===== src/rtl/edh_ram.sv =====
// generic single-write single-read ram with registered read data
module edh_ram #(
  parameter int unsigned WIDTH = 16,
  parameter int unsigned DEPTH = 256
) (
  input  logic                     clk_i,
  input  logic                     we_i,
  input  logic [$clog2(DEPTH)-1:0] waddr_i,
  input  logic [WIDTH-1:0]         wdata_i,
  input  logic [$clog2(DEPTH)-1:0] raddr_i,
  output logic [WIDTH-1:0]         rdata_o
);

  logic [WIDTH-1:0] mem [DEPTH];

  always_ff @(posedge clk_i) begin
    if (we_i) begin
      mem[waddr_i] <= wdata_i;
    end
    rdata_o <= mem[raddr_i];
  end

endmodule


===== config.mk =====
export PLATFORM = sky130hd
export DESIGN_NAME = edh_ram
export DESIGN_NICKNAME = d
export VERILOG_FILES = /design/src/rtl/edh_ram.sv
export SDC_FILE = /design/constraint.sdc
export NUM_CORES = 2
export LEC_CHECK = 0
export CAP_MARGIN = 20
export CORE_ASPECT_RATIO = 1.25
export CORE_MARGIN = 5
export CORE_UTILIZATION = 50
export DETAILED_ROUTE_END_ITERATION = 7
export DONT_BUFFER_PORTS = 1
export PLACE_DENSITY_LB_ADDON = 0.05
export SYNTH_ARGS = -nofsm -noshare
export SYNTH_HDL_FRONTEND = slang
export SYNTH_SLANG_ARGS = --single-unit

===== constraint.sdc =====
create_clock -name clk_i -period 3.75 [get_ports clk_i]
set_input_delay 0.75 -clock clk_i [delete_from_list [all_inputs] [get_ports clk_i]]
set_output_delay 0.75 -clock clk_i [all_outputs]
set_load 0.02 [all_outputs]

==> results.py <==
metrics = {
    "die": {
        "core_region_area_um2": 316500,
        "row_count": 231,
        "die_w_um": 513.9,
        "ioPinCount": 50,
        "full_die_area_um2": 328900,
        "die_height_um": 639.9,
        "floorplan.initialDensity": 0.5015,
    },
    "layout": {
        "postLayoutCellArea_um2": 181100,
        "filler_cell_count": 23509,
        "multi_input_comb_area_um2": 33150,
        "seq_area_um2": 123300,
        "final_layout_size_suffix_gt1_frac": 0.2738,
        "layout.core_utilization": 0.5721,
        "synthToLayoutAreaGrowth_pct": 14.08,
        "nets": 8064,
    },
    "sta": {
        "rsz0062_at_grt": "no",
        "fin_skew_ps": 50.43,
        "max_freq_ghz": 0.2810,
        "relSlewSlack": 0.1739,
        "slew_viol_final": 0,
        "fin_tns_setup_ps": 0,
        "final_report_setup_violation_count": 0,
        "final_period_demand_of_the_worst_path_ps": 3559,
        "hold_violations": 0,
        "tightestPinTransition_ps": 1239,
        "final.period_utilization": 0.9491,
    },
    "global_route": {
        "grt_pass1_wl_um": 620900,
        "number_of_global_route_vias_before_repair": 79409,
        "grt_start_max_net_pins": 738,
        "groute.layer.met3.usage": 0.04011,
        "global_route.peak_usage_layer": "met2",
        "gr-usage-met1": 0.3589,
        "grt_antenna_before_repair": 13,
        "globalRouteOverflowTotal": 0,
        "track_usage": 0.2672,
        "m2_gr_usage": 0.4446,
    },
    "critical_path": {
        "critical_path_end_type": "register",
        "path_max_fanout": 75,
        "critPathBufInv": 4,
        "setup.worst_path.start_class": "input port",
        "timing.critical_path.cells": "buf_16 -> buf_16 -> mux4_2 -> mux2_2 -> a221oi_1 -> buf_4 -> o31ai_2 -> o32ai_1 -> buf_4 -> nor4_1",
        "required_ps": 4540,
        "timing.setup.critical_path_class": "input port to register",
        "timing.critical_path.arrival_ps": 4350,
        "cpMaxStageDelayCell": "sky130_fd_sc_hd__mux4_2",
        "crit_family": "buffers and inverters",
        "crit_path_max_incr_delay_ps": 600,
    },
    "detailed_routing": {
        "routedWlPerCell_um": 35.28,
        "drc_marker_count_from_the_first_detailed_route_iteration": 8868,
        "routed_wirelength_um": 443500,
        "post_detailed_route_count_of_antenna_violating_nets": 0,
        "route.detailed.drc": 0,
        "firstDrtPassIters": 6,
        "num_vias": 78814,
        "vias_per_cell": 6.270,
    },
    "pwr": {
        "ir_drop_mv": 0.4209,
        "p_clk_frac": 0.418,
        "intPower_uw": 74940,
        "sw_frac_of_total": 0.2059,
        "total_leakage_power_uw": 0.05791,
        "power.sequential.fraction": 0.539,
        "power_per_cell_area_nw_per_um2": 521.2,
        "net-switching-power_uw": 19430,
        "combinationalPowerShare": 0.044,
    },
    "clock_tree": {
        "clock_sink_count": 4112,
        "clk-insertion-delay-late_ps": 920,
        "tritoncts": "yes",
        "htreeDepth": 5,
        "cts_inserted_buffers": 404,
        "postCtsSetupBuffers": 0,
        "cts.path.max_buffers": 4,
        "clk_root_buffer_cell": "sky130_fd_sc_hd__clkbuf_16",
        "clkTransAtPathRegs_ps": 60,
    },
    "placed_design": {
        "count_of_port_buffers_added_during_placement": 0,
        "placedInstanceArea_um2": 167400,
        "dp.final_hpwl_um": 240200,
        "gp_routability_congestion": 0.8431,
    },
    "min_path": {
        "hp-class": "input port to register",
    },
    "yosys": {
        "synth-edff-count": 4096,
        "yosysWarningCount": 0,
        "syn-instance-count": 7360,
        "seq_cells_post_synth": 4112,
        "synth_cell_type_count": 52,
        "synthesis.area_um2": 158700,
        "synth_area_per_cell_um2": 21.56,
        "flip_flop_cell_with_the_highest_count_after_synthesis": "sky130_fd_sc_hd__edfxtp_1",
        "synth_seq_area_share": 0.7770,
        "postSynth.asyncResetShare": 0,
        "syn-num-nets": 7394,
    },
    "outcome": {
        "outcome": "finished, final reports clean",
    },
    "run": {
        "max-cap-violations": 0,
    },
}
## power groups by stage
| stage | combinational, µW | clock [µW] | sequential, µW |
|---|---|---|---|
| finish | 4120 | 39400 | 50800 |
| global route | 4310 | 42100 | 50800 |
| CTS | 3960 | 40100 | 50800 |
| detailed placement | 3760 | 0 | 51800 |
| global placement | 3760 | 0 | 51800 |
| floorplan | 2500 | 0 | 51700 |
## metal layers
metal	up-vias	wire length, µm
met5	-	14
met2	2850	220100
li1	32674	-
met4	2	20580
met1	42647	175300
met3	641	27510
## timing repair
action / CTS / global route
setup endpoints to repair: 16 / 16
cloned: 11 / 3
hold buffers: 20 / 6
endpoints found under the hold margin: 390 / 27
resized for setup: 0 / 1
## sequential cells by signal, indices dropped and copies added, names as in the netlist
| register | flops |
|---|---|
| mem | 4096 |
| rdata_o | 16 |
## cells by family (layout without fill, tap and decap cells)
kind of cell,after synthesis,after routing,synth area share
DFF,4112,4112,0.7770
muxes,1450,1450,0.1550
AOI/OAI and AO/OA,786,786,0.03537
and+or+nand+nor,556,556,0.01574
buffers and inverters,456,1455,0.01693
other,0,18,0
## cell usage in the layout, fill, tap and decap left out, types with 28 or more instances in the layout
cell type	count
sky130_fd_sc_hd__a22o_1	32
sky130_fd_sc_hd__buf_12	37
sky130_fd_sc_hd__clkinv_2	90
sky130_fd_sc_hd__nor2_1	210
sky130_fd_sc_hd__a21oi_1	175
sky130_fd_sc_hd__nand2_1	37
sky130_fd_sc_hd__clkbuf_16	417
sky130_fd_sc_hd__mux4_2	797
sky130_fd_sc_hd__mux2i_1	565
sky130_fd_sc_hd__edfxtp_1	4096
sky130_fd_sc_hd__nor2_2	93
sky130_fd_sc_hd__o221ai_1	252
sky130_fd_sc_hd__clkinv_1	95
sky130_fd_sc_hd__mux2_2	88
sky130_fd_sc_hd__nor3_1	88
sky130_fd_sc_hd__clkbuf_1	75
sky130_fd_sc_hd__a22oi_1	43
sky130_fd_sc_hd__o22ai_1	148
sky130_fd_sc_hd__a221oi_1	28
sky130_fd_sc_hd__o21ai_0	37
sky130_fd_sc_hd__bufinv_16	33
sky130_fd_sc_hd__buf_4	630
## cells in the mapped netlist, types with 9 or more instances
cell,instances,area share
sky130_fd_sc_hd__o22ai_1,148,0.0058
sky130_fd_sc_hd__nor2_1,304,0.0072
sky130_fd_sc_hd__a211oi_1,18,0.00085
sky130_fd_sc_hd__nand3_1,35,0.0011
sky130_fd_sc_hd__buf_8,11,0.0010
sky130_fd_sc_hd__edfxtp_1,4096,0.77
sky130_fd_sc_hd__nand2_1,38,0.00090
sky130_fd_sc_hd__o221ai_1,252,0.014
sky130_fd_sc_hd__a22oi_1,43,0.0020
sky130_fd_sc_hd__nor3_1,92,0.0029
sky130_fd_sc_hd__mux2_2,88,0.0062
sky130_fd_sc_hd__o32ai_1,20,0.0011
sky130_fd_sc_hd__nor4_1,17,0.00067
sky130_fd_sc_hd__o31ai_1,16,0.00076
sky130_fd_sc_hd__o21ai_0,37,0.0012
sky130_fd_sc_hd__nor2b_1,9,0.00035
sky130_fd_sc_hd__clkbuf_1,230,0.0054
sky130_fd_sc_hd__buf_1,27,0.00064
sky130_fd_sc_hd__a21oi_1,175,0.0055
sky130_fd_sc_hd__and3_1,11,0.00043
sky130_fd_sc_hd__nand4_1,26,0.0010
sky130_fd_sc_hd__mux2i_1,565,0.036
sky130_fd_sc_hd__buf_4,26,0.0012
sky130_fd_sc_hd__buf_2,76,0.0024
sky130_fd_sc_hd__buf_6,77,0.0055
sky130_fd_sc_hd__mux4_2,797,0.11
sky130_fd_sc_hd__a221oi_1,28,0.0015
sky130_fd_sc_hd__a22o_1,32,0.0018
sky130_fd_sc_hd__dfxtp_1,16,0.0020
## per-stage QoR
stage | std cells | power [µW] | setup slack, ps | hold slack, ps
6_report | 12571 | 94370 | 190.8 | 84.42
5_1_grt | 12560 | 97220 | 6.641 | 0.5719
4_1_cts | 12540 | 94920 | 35.22 | 2.304
3_5_place_dp | 11774 | 55570 | -3106 | 864.9
3_3_place_gp | 11773 | 55560 | -3214 | 872.3
2_1_floorplan | 7360 | 54210 | 835.0 | 848.9
## worst paths after layout
| path | endpoint | from | cells after the start | slack (ps) |
|---|---|---|---|---|
| worst max-delay path | rdata_o[1]$_DFF_P_ | raddr_i[0] | 10 | 190 |
| worst min-delay path | mem[148][5]$_DFFE_PP_ | wdata_i[5] | 0 | 80 |
| worst max register to register | rdata_o[1]$_DFF_P_ | mem[171][1]$_DFFE_PP_ | 8 | 970 |
| worst min register to register | rdata_o[1]$_DFF_P_ | mem[234][1]$_DFFE_PP_ | 6 | 960 |
## area by class of cell
cell class / instances / share of cell area
Sequential cell: 4112 / 0.6811
Tap cell: 4194 / 0.02898
Multi-Input combinational cell: 2792 / 0.1831
Clock inverter: 242 / 0.01124
Timing Repair Buffer: 716 / 0.03616
Antenna cell: 18 / 0.0002488
Inverter: 4 / 0.0001520
Clock buffer: 493 / 0.05908
## worst register-to-register path: stages (launching register included)
cell and delay [ps]:
sky130_fd_sc_hd__edfxtp_1 330, sky130_fd_sc_hd__mux2i_1 70, sky130_fd_sc_hd__o221ai_1 300, sky130_fd_sc_hd__buf_4 180
sky130_fd_sc_hd__a21oi_1 70, sky130_fd_sc_hd__o31ai_2 850, sky130_fd_sc_hd__o32ai_1 360, sky130_fd_sc_hd__buf_4 290
sky130_fd_sc_hd__nor4_1 260
No activity file was read; power rests on OpenSTA's default activity.
